==> src/rtl/sfr_pkg.sv <==
// Shared types and constants for the serial frame receiver.
// No dependencies; every other file in rtl/ refers to this package by scoped names.
`default_nettype none

package sfr_pkg;

    // Frame bytes outside the payload: two header, type, length, two checksum, two tail.
    localparam int unsigned FRAME_OVERHEAD = 8;
    localparam logic [7:0]  ACK_FRAME_TYPE = 8'hFF;

    // Length field of a frame descriptor covers the largest payload in the parameter range.
    localparam int unsigned DESC_LEN_W  = 7;
    // Store index on the write port covers the largest payload in the parameter range.
    localparam int unsigned STORE_IDX_W = 6;
    localparam int unsigned CFG_IDX_W   = 3;

    localparam logic [CFG_IDX_W-1:0] CFG_HEADER_FIRST  = 3'd0;
    localparam logic [CFG_IDX_W-1:0] CFG_HEADER_SECOND = 3'd1;
    localparam logic [CFG_IDX_W-1:0] CFG_TAIL_FIRST    = 3'd2;
    localparam logic [CFG_IDX_W-1:0] CFG_TAIL_SECOND   = 3'd3;
    localparam logic [CFG_IDX_W-1:0] CFG_ACK_ENABLE    = 3'd4;

    typedef enum logic [3:0] {
        PH_HEAD1,
        PH_HEAD2,
        PH_TYPE,
        PH_LEN,
        PH_PAYLOAD,
        PH_SUM_HI,
        PH_SUM_LO,
        PH_TAIL1,
        PH_TAIL2
    } front_phase_t;

    typedef enum logic [1:0] {
        BK_IDLE,
        BK_FETCH,
        BK_EMIT
    } back_state_t;

    typedef struct packed {
        logic       action;
        logic [7:0] rx_byte;
    } in_item_t;

    typedef struct packed {
        logic [7:0] frame_type;
        logic [5:0] payload_length;
        logic [7:0] payload_byte;
        logic [5:0] byte_index;
        logic       last;
        logic       send_ack;
        logic       awaiting_ack;
    } out_item_t;

    typedef struct packed {
        logic [7:0] header_first;
        logic [7:0] header_second;
        logic [7:0] tail_first;
        logic [7:0] tail_second;
        logic       ack_enable;
    } cfg_t;

    // One completed frame waiting for replay.
    typedef struct packed {
        logic [7:0]            frame_type;
        logic [DESC_LEN_W-1:0] len;
        logic                  send_ack;
        logic                  awaiting_ack;
        logic                  bank;
    } frame_desc_t;

    // Payload store write port, driven by the parser.
    typedef struct packed {
        logic                   en;
        logic                   bank;
        logic [STORE_IDX_W-1:0] idx;
        logic [7:0]             data;
    } store_wr_t;

endpackage

`default_nettype wire

==> src/rtl/sfr_front.sv <==
// Frame parser: takes input beats, tracks header/length/payload/checksum/tail and ACK wait.
// Depends on sfr_pkg; writes payload bytes into the store and pushes frame descriptors.
`default_nettype none

module sfr_front #(
    parameter int unsigned FRAME_BUFFER_BYTES = 64
) (
    input  wire logic                aclk,
    input  wire logic                aresetn,
    input  wire sfr_pkg::cfg_t       cfg,
    input  wire logic                s_valid,
    output logic                     s_ready,
    input  wire sfr_pkg::in_item_t   s_data,
    input  wire logic                q_full,
    output logic                     q_push,
    output sfr_pkg::frame_desc_t     q_desc,
    output sfr_pkg::store_wr_t       store_wr
);

    localparam int unsigned MAX_PAYLOAD = FRAME_BUFFER_BYTES - sfr_pkg::FRAME_OVERHEAD;
    localparam int unsigned LEN_W       = $clog2(MAX_PAYLOAD + 1);

    sfr_pkg::front_phase_t phase_reg, phase_next;
    logic [7:0]            held_type_reg, held_type_next;
    logic [LEN_W-1:0]      held_length_reg, held_length_next;
    logic [LEN_W-1:0]      fill_count_reg, fill_count_next;
    logic [15:0]           running_sum_reg, running_sum_next;
    logic [15:0]           received_sum_reg, received_sum_next;
    logic                  ack_wait_reg, ack_wait_next;
    logic                  wr_bank_reg, wr_bank_next;
    logic                  accept;
    logic [7:0]            b;

    // Hold off input while both store banks are owned by pending frames.
    assign s_ready = !q_full;
    assign accept  = s_valid && s_ready;
    assign b       = s_data.rx_byte;

    always_comb begin
        phase_next        = phase_reg;
        held_type_next    = held_type_reg;
        held_length_next  = held_length_reg;
        fill_count_next   = fill_count_reg;
        running_sum_next  = running_sum_reg;
        received_sum_next = received_sum_reg;
        ack_wait_next     = ack_wait_reg;
        wr_bank_next      = wr_bank_reg;
        q_push            = 1'b0;
        store_wr.en       = 1'b0;
        store_wr.bank     = wr_bank_reg;
        store_wr.idx      = sfr_pkg::STORE_IDX_W'(fill_count_reg);
        store_wr.data     = b;

        if (accept) begin
            if (s_data.action) begin
                ack_wait_next = 1'b1;
            end else begin
                case (phase_reg)
                    sfr_pkg::PH_HEAD1: begin
                        if (b == cfg.header_first) phase_next = sfr_pkg::PH_HEAD2;
                    end
                    sfr_pkg::PH_HEAD2: begin
                        if (b == cfg.header_second) phase_next = sfr_pkg::PH_TYPE;
                        else                        phase_next = sfr_pkg::PH_HEAD1;
                    end
                    sfr_pkg::PH_TYPE: begin
                        held_type_next   = b;
                        running_sum_next = {8'h00, b};
                        phase_next       = sfr_pkg::PH_LEN;
                    end
                    sfr_pkg::PH_LEN: begin
                        if (b > 8'(MAX_PAYLOAD)) begin
                            phase_next = sfr_pkg::PH_HEAD1;
                        end else begin
                            held_length_next = LEN_W'(b);
                            fill_count_next  = '0;
                            running_sum_next = running_sum_reg + {8'h00, b};
                            phase_next       = (b == 8'h00) ? sfr_pkg::PH_SUM_HI
                                                            : sfr_pkg::PH_PAYLOAD;
                        end
                    end
                    sfr_pkg::PH_PAYLOAD: begin
                        store_wr.en      = 1'b1;
                        fill_count_next  = fill_count_reg + LEN_W'(1);
                        running_sum_next = running_sum_reg + {8'h00, b};
                        if (fill_count_reg + LEN_W'(1) >= held_length_reg)
                            phase_next = sfr_pkg::PH_SUM_HI;
                    end
                    sfr_pkg::PH_SUM_HI: begin
                        received_sum_next = {b, 8'h00};
                        phase_next        = sfr_pkg::PH_SUM_LO;
                    end
                    sfr_pkg::PH_SUM_LO: begin
                        received_sum_next = {received_sum_reg[15:8], b};
                        phase_next        = sfr_pkg::PH_TAIL1;
                    end
                    sfr_pkg::PH_TAIL1: begin
                        if (b == cfg.tail_first) phase_next = sfr_pkg::PH_TAIL2;
                        else                     phase_next = sfr_pkg::PH_HEAD1;
                    end
                    sfr_pkg::PH_TAIL2: begin
                        if (b == cfg.tail_second && received_sum_reg == running_sum_reg) begin
                            if (held_type_reg == sfr_pkg::ACK_FRAME_TYPE && ack_wait_reg) begin
                                ack_wait_next = 1'b0;
                            end else begin
                                q_push       = 1'b1;
                                wr_bank_next = !wr_bank_reg;
                            end
                        end
                        phase_next = sfr_pkg::PH_HEAD1;
                    end
                    default: begin
                        phase_next = sfr_pkg::PH_HEAD1;
                    end
                endcase
            end
        end
    end

    always_comb begin
        q_desc.frame_type   = held_type_reg;
        q_desc.len          = sfr_pkg::DESC_LEN_W'(held_length_reg);
        q_desc.send_ack     = cfg.ack_enable;
        q_desc.awaiting_ack = ack_wait_reg;
        q_desc.bank         = wr_bank_reg;
    end

    always_ff @(posedge aclk) begin
        if (!aresetn) begin
            phase_reg    <= sfr_pkg::PH_HEAD1;
            ack_wait_reg <= 1'b0;
            wr_bank_reg  <= 1'b0;
        end else begin
            phase_reg    <= phase_next;
            ack_wait_reg <= ack_wait_next;
            wr_bank_reg  <= wr_bank_next;
        end
    end

    always_ff @(posedge aclk) begin
        held_type_reg    <= held_type_next;
        held_length_reg  <= held_length_next;
        fill_count_reg   <= fill_count_next;
        running_sum_reg  <= running_sum_next;
        received_sum_reg <= received_sum_next;
    end

endmodule

`default_nettype wire

==> src/rtl/sfr_queue.sv <==
// Two-entry descriptor queue between the parser and the replay engine.
// Depends on sfr_pkg for the descriptor type.
`default_nettype none

module sfr_queue (
    input  wire logic                 aclk,
    input  wire logic                 aresetn,
    input  wire logic                 push,
    input  wire sfr_pkg::frame_desc_t push_desc,
    input  wire logic                 pop,
    output logic                      full,
    output logic                      head_valid,
    output sfr_pkg::frame_desc_t      head
);

    sfr_pkg::frame_desc_t entry_reg [2];
    logic                 wr_ptr_reg, wr_ptr_next;
    logic                 rd_ptr_reg, rd_ptr_next;
    logic [1:0]           count_reg, count_next;

    assign full       = (count_reg == 2'd2);
    assign head_valid = (count_reg != 2'd0);
    assign head       = entry_reg[rd_ptr_reg];

    always_comb begin
        wr_ptr_next = push ? !wr_ptr_reg : wr_ptr_reg;
        rd_ptr_next = pop  ? !rd_ptr_reg : rd_ptr_reg;
        count_next  = count_reg + 2'(push) - 2'(pop);
    end

    always_ff @(posedge aclk) begin
        if (!aresetn) begin
            wr_ptr_reg <= 1'b0;
            rd_ptr_reg <= 1'b0;
            count_reg  <= 2'd0;
        end else begin
            wr_ptr_reg <= wr_ptr_next;
            rd_ptr_reg <= rd_ptr_next;
            count_reg  <= count_next;
        end
    end

    always_ff @(posedge aclk) begin
        if (push) entry_reg[wr_ptr_reg] <= push_desc;
    end

endmodule

`default_nettype wire

==> src/rtl/sfr_back.sv <==
// Replay engine: owns the two-bank payload store and emits one result beat per payload byte.
// Depends on sfr_pkg; reads frame descriptors from the queue head.
`default_nettype none

module sfr_back #(
    parameter int unsigned FRAME_BUFFER_BYTES = 64
) (
    input  wire logic                 aclk,
    input  wire logic                 aresetn,
    input  wire sfr_pkg::store_wr_t   store_wr,
    input  wire logic                 head_valid,
    input  wire sfr_pkg::frame_desc_t head,
    output logic                      pop,
    output logic                      m_valid,
    input  wire logic                 m_ready,
    output sfr_pkg::out_item_t        m_data
);

    localparam int unsigned MAX_PAYLOAD = FRAME_BUFFER_BYTES - sfr_pkg::FRAME_OVERHEAD;
    localparam int unsigned LEN_W       = $clog2(MAX_PAYLOAD + 1);
    localparam int unsigned IDX_W       = (MAX_PAYLOAD > 1) ? $clog2(MAX_PAYLOAD) : 1;
    localparam int unsigned MEM_DEPTH   = 2 << IDX_W;

    logic [7:0]             mem [MEM_DEPTH];
    logic [7:0]             rd_data_reg;
    logic [IDX_W:0]         rd_addr;
    logic [IDX_W:0]         wr_addr;

    sfr_pkg::back_state_t   state_reg, state_next;
    logic [LEN_W-1:0]       idx_reg, idx_next;
    logic                   out_valid_reg, out_valid_next;
    sfr_pkg::out_item_t     out_data_reg, out_data_next;
    logic [LEN_W-1:0]       len;
    logic                   last;
    logic                   slot_free;

    assign len       = LEN_W'(head.len);
    assign last      = (len == '0) || (idx_reg + LEN_W'(1) == len);
    assign slot_free = !out_valid_reg || m_ready;
    assign rd_addr   = {head.bank, idx_reg[IDX_W-1:0]};
    assign wr_addr   = {store_wr.bank, store_wr.idx[IDX_W-1:0]};

    // The parser only writes the bank not owned by a queued frame.
    always_ff @(posedge aclk) begin
        if (store_wr.en) mem[wr_addr] <= store_wr.data;
        rd_data_reg <= mem[rd_addr];
    end

    always_comb begin
        state_next     = state_reg;
        idx_next       = idx_reg;
        pop            = 1'b0;
        out_valid_next = out_valid_reg && !m_ready;
        out_data_next  = out_data_reg;

        case (state_reg)
            sfr_pkg::BK_IDLE: begin
                idx_next = '0;
                if (head_valid) state_next = sfr_pkg::BK_FETCH;
            end
            sfr_pkg::BK_FETCH: begin
                state_next = sfr_pkg::BK_EMIT;
            end
            sfr_pkg::BK_EMIT: begin
                if (slot_free) begin
                    out_valid_next               = 1'b1;
                    out_data_next.frame_type     = head.frame_type;
                    out_data_next.payload_length = 6'(head.len);
                    out_data_next.payload_byte   = (len == '0) ? 8'h00 : rd_data_reg;
                    out_data_next.byte_index     = 6'(idx_reg);
                    out_data_next.last           = last;
                    out_data_next.send_ack       = head.send_ack;
                    out_data_next.awaiting_ack   = head.awaiting_ack;
                    if (last) begin
                        pop        = 1'b1;
                        state_next = sfr_pkg::BK_IDLE;
                    end else begin
                        idx_next   = idx_reg + LEN_W'(1);
                        state_next = sfr_pkg::BK_FETCH;
                    end
                end
            end
            default: begin
                state_next = sfr_pkg::BK_IDLE;
            end
        endcase
    end

    always_ff @(posedge aclk) begin
        if (!aresetn) begin
            state_reg     <= sfr_pkg::BK_IDLE;
            out_valid_reg <= 1'b0;
        end else begin
            state_reg     <= state_next;
            out_valid_reg <= out_valid_next;
        end
    end

    always_ff @(posedge aclk) begin
        idx_reg      <= idx_next;
        out_data_reg <= out_data_next;
    end

    assign m_valid = out_valid_reg;
    assign m_data  = out_data_reg;

endmodule

`default_nettype wire

==> src/rtl/serial_frame_receiver_with_ack.sv <==
// Top level of the serial frame receiver with ACK tracking.
// Depends on sfr_pkg, sfr_front, sfr_queue and sfr_back.
// Channels:
//   s_valid/s_ready/s_data carry input beats: action 0 is a received byte, action 1
//   records that a data frame went out and sets the ACK wait flag.
//   m_valid/m_ready/m_data carry result beats: one per payload byte of each good
//   frame, or a single beat for an empty frame, with last on the final beat.
//   cfg_valid/cfg_ready/cfg_index/cfg_wdata write the header, tail and ACK enable
//   registers; cfg_ready is always high. Write them only while the block is idle.
// Timing:
//   The parser takes one input beat per cycle while s_ready is high. Replay takes each
//   result beat through a fetch state (store read) and then an emit state (output
//   load), so it does not start the next payload byte until the current beat is loaded.
//   Two store banks let one frame replay while the next is parsed; s_ready drops
//   only while both banks hold frames still waiting to drain.
// Reset:
//   aresetn (synchronous, active low) returns the parser to header hunting, clears
//   the ACK wait flag and the configuration registers, empties the queue and drops any result beat.
// Stalls:
//   A low m_ready holds the output register; replay and then parsing back up behind it.
`default_nettype none

module serial_frame_receiver_with_ack #(
    parameter int unsigned FRAME_BUFFER_BYTES = 64
) (
    input  wire logic                              aclk,
    input  wire logic                              aresetn,
    input  wire logic                              s_valid,
    output logic                                   s_ready,
    input  wire sfr_pkg::in_item_t                 s_data,
    output logic                                   m_valid,
    input  wire logic                              m_ready,
    output sfr_pkg::out_item_t                     m_data,
    input  wire logic                              cfg_valid,
    output logic                                   cfg_ready,
    input  wire logic [sfr_pkg::CFG_IDX_W-1:0]     cfg_index,
    input  wire logic [7:0]                        cfg_wdata
);

    localparam int unsigned MAX_PAYLOAD = FRAME_BUFFER_BYTES - sfr_pkg::FRAME_OVERHEAD;

    sfr_pkg::cfg_t        cfg_reg, cfg_next;
    sfr_pkg::frame_desc_t q_desc;
    sfr_pkg::frame_desc_t q_head;
    sfr_pkg::store_wr_t   store_wr;
    logic                 q_push;
    logic                 q_pop;
    logic                 q_full;
    logic                 q_head_valid;

    // Configuration registers: take every write beat, ignore indexes past the list.
    assign cfg_ready = 1'b1;

    always_comb begin
        cfg_next = cfg_reg;
        if (cfg_valid) begin
            case (cfg_index)
                sfr_pkg::CFG_HEADER_FIRST:  cfg_next.header_first  = cfg_wdata;
                sfr_pkg::CFG_HEADER_SECOND: cfg_next.header_second = cfg_wdata;
                sfr_pkg::CFG_TAIL_FIRST:    cfg_next.tail_first    = cfg_wdata;
                sfr_pkg::CFG_TAIL_SECOND:   cfg_next.tail_second   = cfg_wdata;
                sfr_pkg::CFG_ACK_ENABLE:    cfg_next.ack_enable    = cfg_wdata[0];
                default:                    cfg_next               = cfg_reg;
            endcase
        end
    end

    always_ff @(posedge aclk) begin
        if (!aresetn) begin
            cfg_reg <= '0;
        end else begin
            cfg_reg <= cfg_next;
        end
    end

    // Front: parse bytes, fill the free bank, push a descriptor per deliverable frame.
    sfr_front #(
        .FRAME_BUFFER_BYTES(FRAME_BUFFER_BYTES)
    ) u_front (
        .aclk     (aclk),
        .aresetn  (aresetn),
        .cfg      (cfg_reg),
        .s_valid  (s_valid),
        .s_ready  (s_ready),
        .s_data   (s_data),
        .q_full   (q_full),
        .q_push   (q_push),
        .q_desc   (q_desc),
        .store_wr (store_wr)
    );

    // Queue: one entry per store bank.
    sfr_queue u_queue (
        .aclk       (aclk),
        .aresetn    (aresetn),
        .push       (q_push),
        .push_desc  (q_desc),
        .pop        (q_pop),
        .full       (q_full),
        .head_valid (q_head_valid),
        .head       (q_head)
    );

    // Back: replay the head frame from its bank, with a fetch and an emit state per beat.
    sfr_back #(
        .FRAME_BUFFER_BYTES(FRAME_BUFFER_BYTES)
    ) u_back (
        .aclk       (aclk),
        .aresetn    (aresetn),
        .store_wr   (store_wr),
        .head_valid (q_head_valid),
        .head       (q_head),
        .pop        (q_pop),
        .m_valid    (m_valid),
        .m_ready    (m_ready),
        .m_data     (m_data)
    );

    // A frame completes only when a bank is free to hand over.
    a_push_not_full: assert property (@(posedge aclk) disable iff (!aresetn)
        q_push |-> !q_full)
        else $error("descriptor pushed into a full queue");

    // Replay finishes a frame only while it is at the queue head.
    a_pop_has_head: assert property (@(posedge aclk) disable iff (!aresetn)
        q_pop |-> q_head_valid)
        else $error("frame retired from an empty queue");

    // The closing beat of a run sits at the end of the payload.
    a_last_index: assert property (@(posedge aclk) disable iff (!aresetn)
        (m_valid && m_data.last && (MAX_PAYLOAD < 64)) |->
            ((m_data.payload_length == 6'd0 && m_data.byte_index == 6'd0) ||
             (m_data.byte_index + 6'd1 == m_data.payload_length)))
        else $error("last beat does not close the payload run");

    // The first edge out of reset sees an empty output register.
    a_reset_quiet: assert property (@(posedge aclk) disable iff (!aresetn)
        $past(!aresetn) |-> !m_valid)
        else $error("result beat shown right after reset");

endmodule

`default_nettype wire
==> config.mk <==
export PLATFORM = sky130hd
export DESIGN_NAME = serial_frame_receiver_with_ack
export DESIGN_NICKNAME = d
export VERILOG_FILES = /design/src/rtl/sfr_pkg.sv /design/src/rtl/sfr_front.sv /design/src/rtl/sfr_queue.sv /design/src/rtl/sfr_back.sv /design/src/rtl/serial_frame_receiver_with_ack.sv
export SDC_FILE = /design/constraint.sdc
export NUM_CORES = 1
export LEC_CHECK = 0
export BUFFER_PORTS_ARGS = -buffer_cell sky130_fd_sc_hd__buf_2
export CORE_MARGIN = 2
export CORE_UTILIZATION = 30
export CTS_BUF_LIST = sky130_fd_sc_hd__clkbuf_16
export DETAILED_ROUTE_END_ITERATION = 8
export PLACE_DENSITY = 0.47
export SYNTH_ARGS = -nofsm -noshare
export SYNTH_HDL_FRONTEND = slang
export SYNTH_SLANG_ARGS = --single-unit
==> constraint.sdc <==
create_clock -name aclk -period 5.72 [get_ports aclk]
set_clock_uncertainty 0.2 [all_clocks]
set_input_delay 1.716 -clock aclk [delete_from_list [all_inputs] [get_ports aclk]]
set_output_delay 1.716 -clock aclk [all_outputs]
set_load 0.1 [all_outputs]
==> run summary <==
The biggest area contributor in the post-synthesis netlist is sky130_fd_sc_hd__edfxtp_1. The width of the die came out at a little over 400 µm. Adding up every negative setup slack in the final design gives 0 ns. Clock-pin slew was measured on the worst setup and hold paths at ~0.060 ns. In the final layout, the share of cells above drive strength 1 is 18.6%. The post-detailed-placement cell area is about 0.051 mm². When the netlist entered floorplanning its net count stood at roughly 2.7k.

The end of the worst register-to-register path is u_back.rd_data_reg[0]. The post-synthesis area per instance is 18.4 µm². The number of antenna-violating nets in the routed design is 0. The combinational family with the most area after synthesis is multiplexers. The number of instances in the synthesized netlist came out at ~2.6k.

Prior to clock tree synthesis, the placed netlist has a worst setup slack of between 0.8 and 0.9 ns. The reg-to-reg critical path startpoint is u_back.idx_reg[0]. The cell leakage power is 16.4 nW. Net switching is between 20 and 25% of the power. Buffers placed on the I/O ports in this run total 57.

The I/O pin count came out at 59. The proportion of synthesized chip area in sequential cells came out at between 70% and 80%. The share of Yosys cell area claimed by the top area cell type came out at between 70% and 80%. In this run, the clock network consumes between 40% and 50% of the power.

The worst-case vdd ir drop is 251 µV. Buffers inserted during clock tree synthesis total 121. The cell count of the worst reg-to-reg path is 7. The total clock sinks came out at around 1.2k. The wire length of the first global-routing pass is between 150000 and 200000 µm. The synthesized-area fraction occupied by xor and xnor cells came out at under 10%. The type of element launching the critical path is an input pin. The area of the multi-input gates is about 0.012 mm².

The final critical-path share of the clock period came out at slightly above 70%. The cell sitting at the root of the clock tree is a sky130_fd_sc_hd__clkbuf_16. The buffer depth of the longest clock path came out at 3. The number of different library cells used by synthesis comes to between 50 and 60. The post-cts repair resize count came out at 0. The proportion of synthesized area in mux cells came out at a little over an eighth. The starting utilization of the core area came out at 30.1%. The most instantiated flip-flop cell in the synthesis netlist is sky130_fd_sc_hd__edfxtp_1.

The final count of pins violating max slew came out at 0. The fraction of power consumed by combinational cells came out at under 10%. The final worst setup slack is 1.57 ns. The synthesized netlist occupies a cell area of approximately 0.048 mm². The net count of the finished layout is between 2k and 3k. The number of hold-slack violations in the final timing report came out at 0. Derived from the worst setup path, the maximum achievable clock frequency is between 200 and 250 MHz.

Wires add up to 126000 µm. The flow ran to the end, and the final reports show no timing, DRC or antenna violations. The total of endpoints with negative setup slack in the final report is 0.

The total die area is between 0.15 and 0.2 mm². The number of buffers inserted for hold repair after clock tree synthesis came out at 0. The category of the worst setup path capture point is a register.

The vertical die dimension is between 400 and 500 µm. The number of antenna violations at the first check in global routing came out at 13. The share of the synthesized area in compound gates (AO/OA/AOI/OAI) is between 3 and 4%.

Yosys attributes the largest share of cell area to sky130_fd_sc_hd__edfxtp_1, sky130_fd_sc_hd__mux4_2, sky130_fd_sc_hd__mux2i_1. The endpoint required time on the critical path is 5.96 ns. After floorplanning, the core was sized to cover approximately 0.16 mm². The post-CTS setup buffer count came out at 0. Tracing the worst setup path back leads to its startpoint at s_data[2]. The placement row count is approximately 150. The transition time at the pin with the least slew margin is roughly 1.2 ns. The detailed router's first-iteration violation count is 2025. The synthesized-area fraction occupied by and/or/nand/nor cells is under 10%. The number of flip-flops under the largest register name is 1024. Detailed placement ended at an HPWL of approximately 77000 µm. At the later pin of the worst-skew pair, clock insertion delay measures between 0.7 and 0.8 ns. The time the worst path needs with I/O delays and setup is a little over 4 ns.

The average wire per cell in the routed design came out at approximately 26 µm. The minimum setup slack among reg-to-reg paths came out at 1.85 ns. Entering global routing, the biggest net connects 140 pins. The relative max-transition margin came out at between 15 and 20%.

The power density relative to cell area came out at ~330 mW/mm². The power dissipated by switching net loads is between 0.003 and 0.004 W. The tool flagged a number of max-cap violations equal to 0.

The number of storage elements in the synthesis netlist came out at approximately 1.2k. The DRC violation count after routing is 0. In this run, synthesis inferred roughly 1.1k flip-flops with an integrated enable.

The storage element area is between 0.03 and 0.04 mm². The sequential share of power is between 50% and 60%. The final-layout fill cell count is roughly 15k. The adder-cell share of the synthesized area is less than 1%. The via count of the first global-routing pass is approximately 25k. The vias per cell came out at 4.93. The worst min-delay path class is reg2reg. The total number of yosys warnings is 0. TritonCTS built the clock tree. The first detailed-routing pass ran for 5 iterations.

The arrival time at the worst endpoint came out at between 4 and 5 ns. After routing the design area is between 0.05 and 0.06 mm². The worst setup path category is in2reg. The share of synthesized flip-flops with an asynchronous set or reset came out at 0%. The overall routing resource usage is 15.3%. The total overflow reported by the global router came out at 0. The deepest level of the CTS H-tree is 3. The synthesis-to-finish area growth is 13.8%.

The internal cell power is roughly 0.014 W. The capture point of the worst path is u_queue.entry_reg[0][14]. The final estimated routing congestion in global placement came out at approximately 0.78. The number of vias in the routed layout came out at 24.2k. Setup repair after global routing left no endpoint under its margin. In this run the worst path has a maximum fanout of 16.
==> worst max-delay path, cell delays in order <==
cell and delay [ns]:
sky130_fd_sc_hd__buf_4 0.30, sky130_fd_sc_hd__xnor2_1 0.17, sky130_fd_sc_hd__nand4_1 0.11, sky130_fd_sc_hd__nor4_1 0.40, sky130_fd_sc_hd__nand4_1 0.33, sky130_fd_sc_hd__or3_4 0.49
sky130_fd_sc_hd__nor2_1 0.51, sky130_fd_sc_hd__buf_4 0.32
==> cells by family (layout without fill, tap and decap cells) <==
kind of cell | after synthesis | after routing
buf+inv | 171 | 368
fa+ha+maj | 19 | 19
simple gates | 472 | 472
other cells | 1 | 7
xor+xnor | 76 | 76
compound gates | 262 | 262
flops | 1202 | 1202
mux | 415 | 415
==> routing by layer <==
metal | up-vias | part of all wire, % | routed length [µm] | GRT usage [%]
met2 | 587 | 48 | 60500 | 25.1
met4 | 6 | 2.4 | 2960 | 4.43
met3 | 174 | 5.3 | 6680 | 2.89
li1 | 10630 | - | - | -
met1 | 12803 | 44 | 55800 | 20.7
met5 | - | 0.022 | 28 | 0
==> placed cells by master, fill, tap and decap left out, drive strengths merged, types with 47 or more instances in the layout <==
cell type | Yosys | routed
a211oi | 84 | 84
buf | 81 | 116
clkbuf | 65 | 121
clkinv | 0 | 58
dfxtp | 55 | 55
edfxtp | 1147 | 1147
inv | 25 | 47
mux2i | 213 | 213
mux4 | 192 | 192
nand2 | 96 | 96
nor2 | 170 | 170
nor2b | 61 | 61
o22ai | 65 | 65
==> synth_stat cells, types with 17 or more instances <==
library cell and instances:
sky130_fd_sc_hd__nor2_1 169, sky130_fd_sc_hd__mux2i_1 209, sky130_fd_sc_hd__buf_6 23, sky130_fd_sc_hd__buf_2 25, sky130_fd_sc_hd__o22ai_1 65, sky130_fd_sc_hd__clkbuf_1 63
sky130_fd_sc_hd__dfxtp_1 55, sky130_fd_sc_hd__xnor2_1 41, sky130_fd_sc_hd__ha_1 18, sky130_fd_sc_hd__and2_1 17, sky130_fd_sc_hd__nor3_1 40, sky130_fd_sc_hd__nor2b_1 61
sky130_fd_sc_hd__xor2_1 34, sky130_fd_sc_hd__inv_1 25, sky130_fd_sc_hd__mux4_2 192, sky130_fd_sc_hd__edfxtp_1 1147, sky130_fd_sc_hd__nand2_1 96, sky130_fd_sc_hd__nand3_1 23
sky130_fd_sc_hd__a211oi_1 84, sky130_fd_sc_hd__o21ai_0 17, sky130_fd_sc_hd__buf_4 21, sky130_fd_sc_hd__a21boi_0 27, sky130_fd_sc_hd__a21oi_1 28
==> stage by stage <==
| step | instances | total power [W] | util (%) | hold slack [ns] |
|---|---|---|---|---|
| after floorplan | 2618 | 0.00987 | - | 0.221 |
| after global placement | 4674 | 0.0101 | 31.7 | 0.268 |
| after detailed placement | 4674 | 0.0101 | 31.7 | 0.275 |
| after CTS | 4901 | 0.0183 | 34.3 | 0.283 |
| after global routing | 4902 | 0.0186 | 34.3 | 0.303 |
| final | 4907 | 0.0180 | 34.3 | 0.276 |
==> area by class of cell <==
class | count | share of cell area, %
clock inverter | 106 | 1.97
sequential | 1202 | 64.8
timing repair buffer | 116 | 1.59
multi-input combinational | 1245 | 21.2
clock buffer | 121 | 5.52
antenna | 6 | 0.0274
tap | 2086 | 4.76
inverter | 25 | 0.171
==> worst min-delay path by stage <==
stage / start / end / slack [ns] / depth (start not counted)
final: cfg_reg[11] / cfg_reg[11] / 0.28 / 2
after global routing: u_front.held_type_reg[4] / u_queue.entry_reg[1][13] / 0.30 / 0
after CTS: cfg_reg[11] / cfg_reg[11] / 0.28 / 2
after detailed placement: cfg_reg[11] / cfg_reg[11] / 0.27 / 2
after global placement: cfg_reg[31] / cfg_reg[31] / 0.27 / 2
after floorplan: u_back.idx_reg[3] / u_back.m_data[6] / 0.22 / 0
==> power groups by stage <==
| stage | registers (W) | logic (W) | clock network [W] |
|---|---|---|---|
| CTS | 0.00963 | 0.000259 | 0.00838 |
| detailed placement | 0.00982 | 0.000259 | 0 |
| global placement | 0.00982 | 0.000250 | 0 |
| finish | 0.00963 | 0.000249 | 0.00817 |
| global route | 0.00962 | 0.000275 | 0.00869 |
| floorplan | 0.00981 | 0.0000609 | 0 |
(Power assumes the default switching activity.)
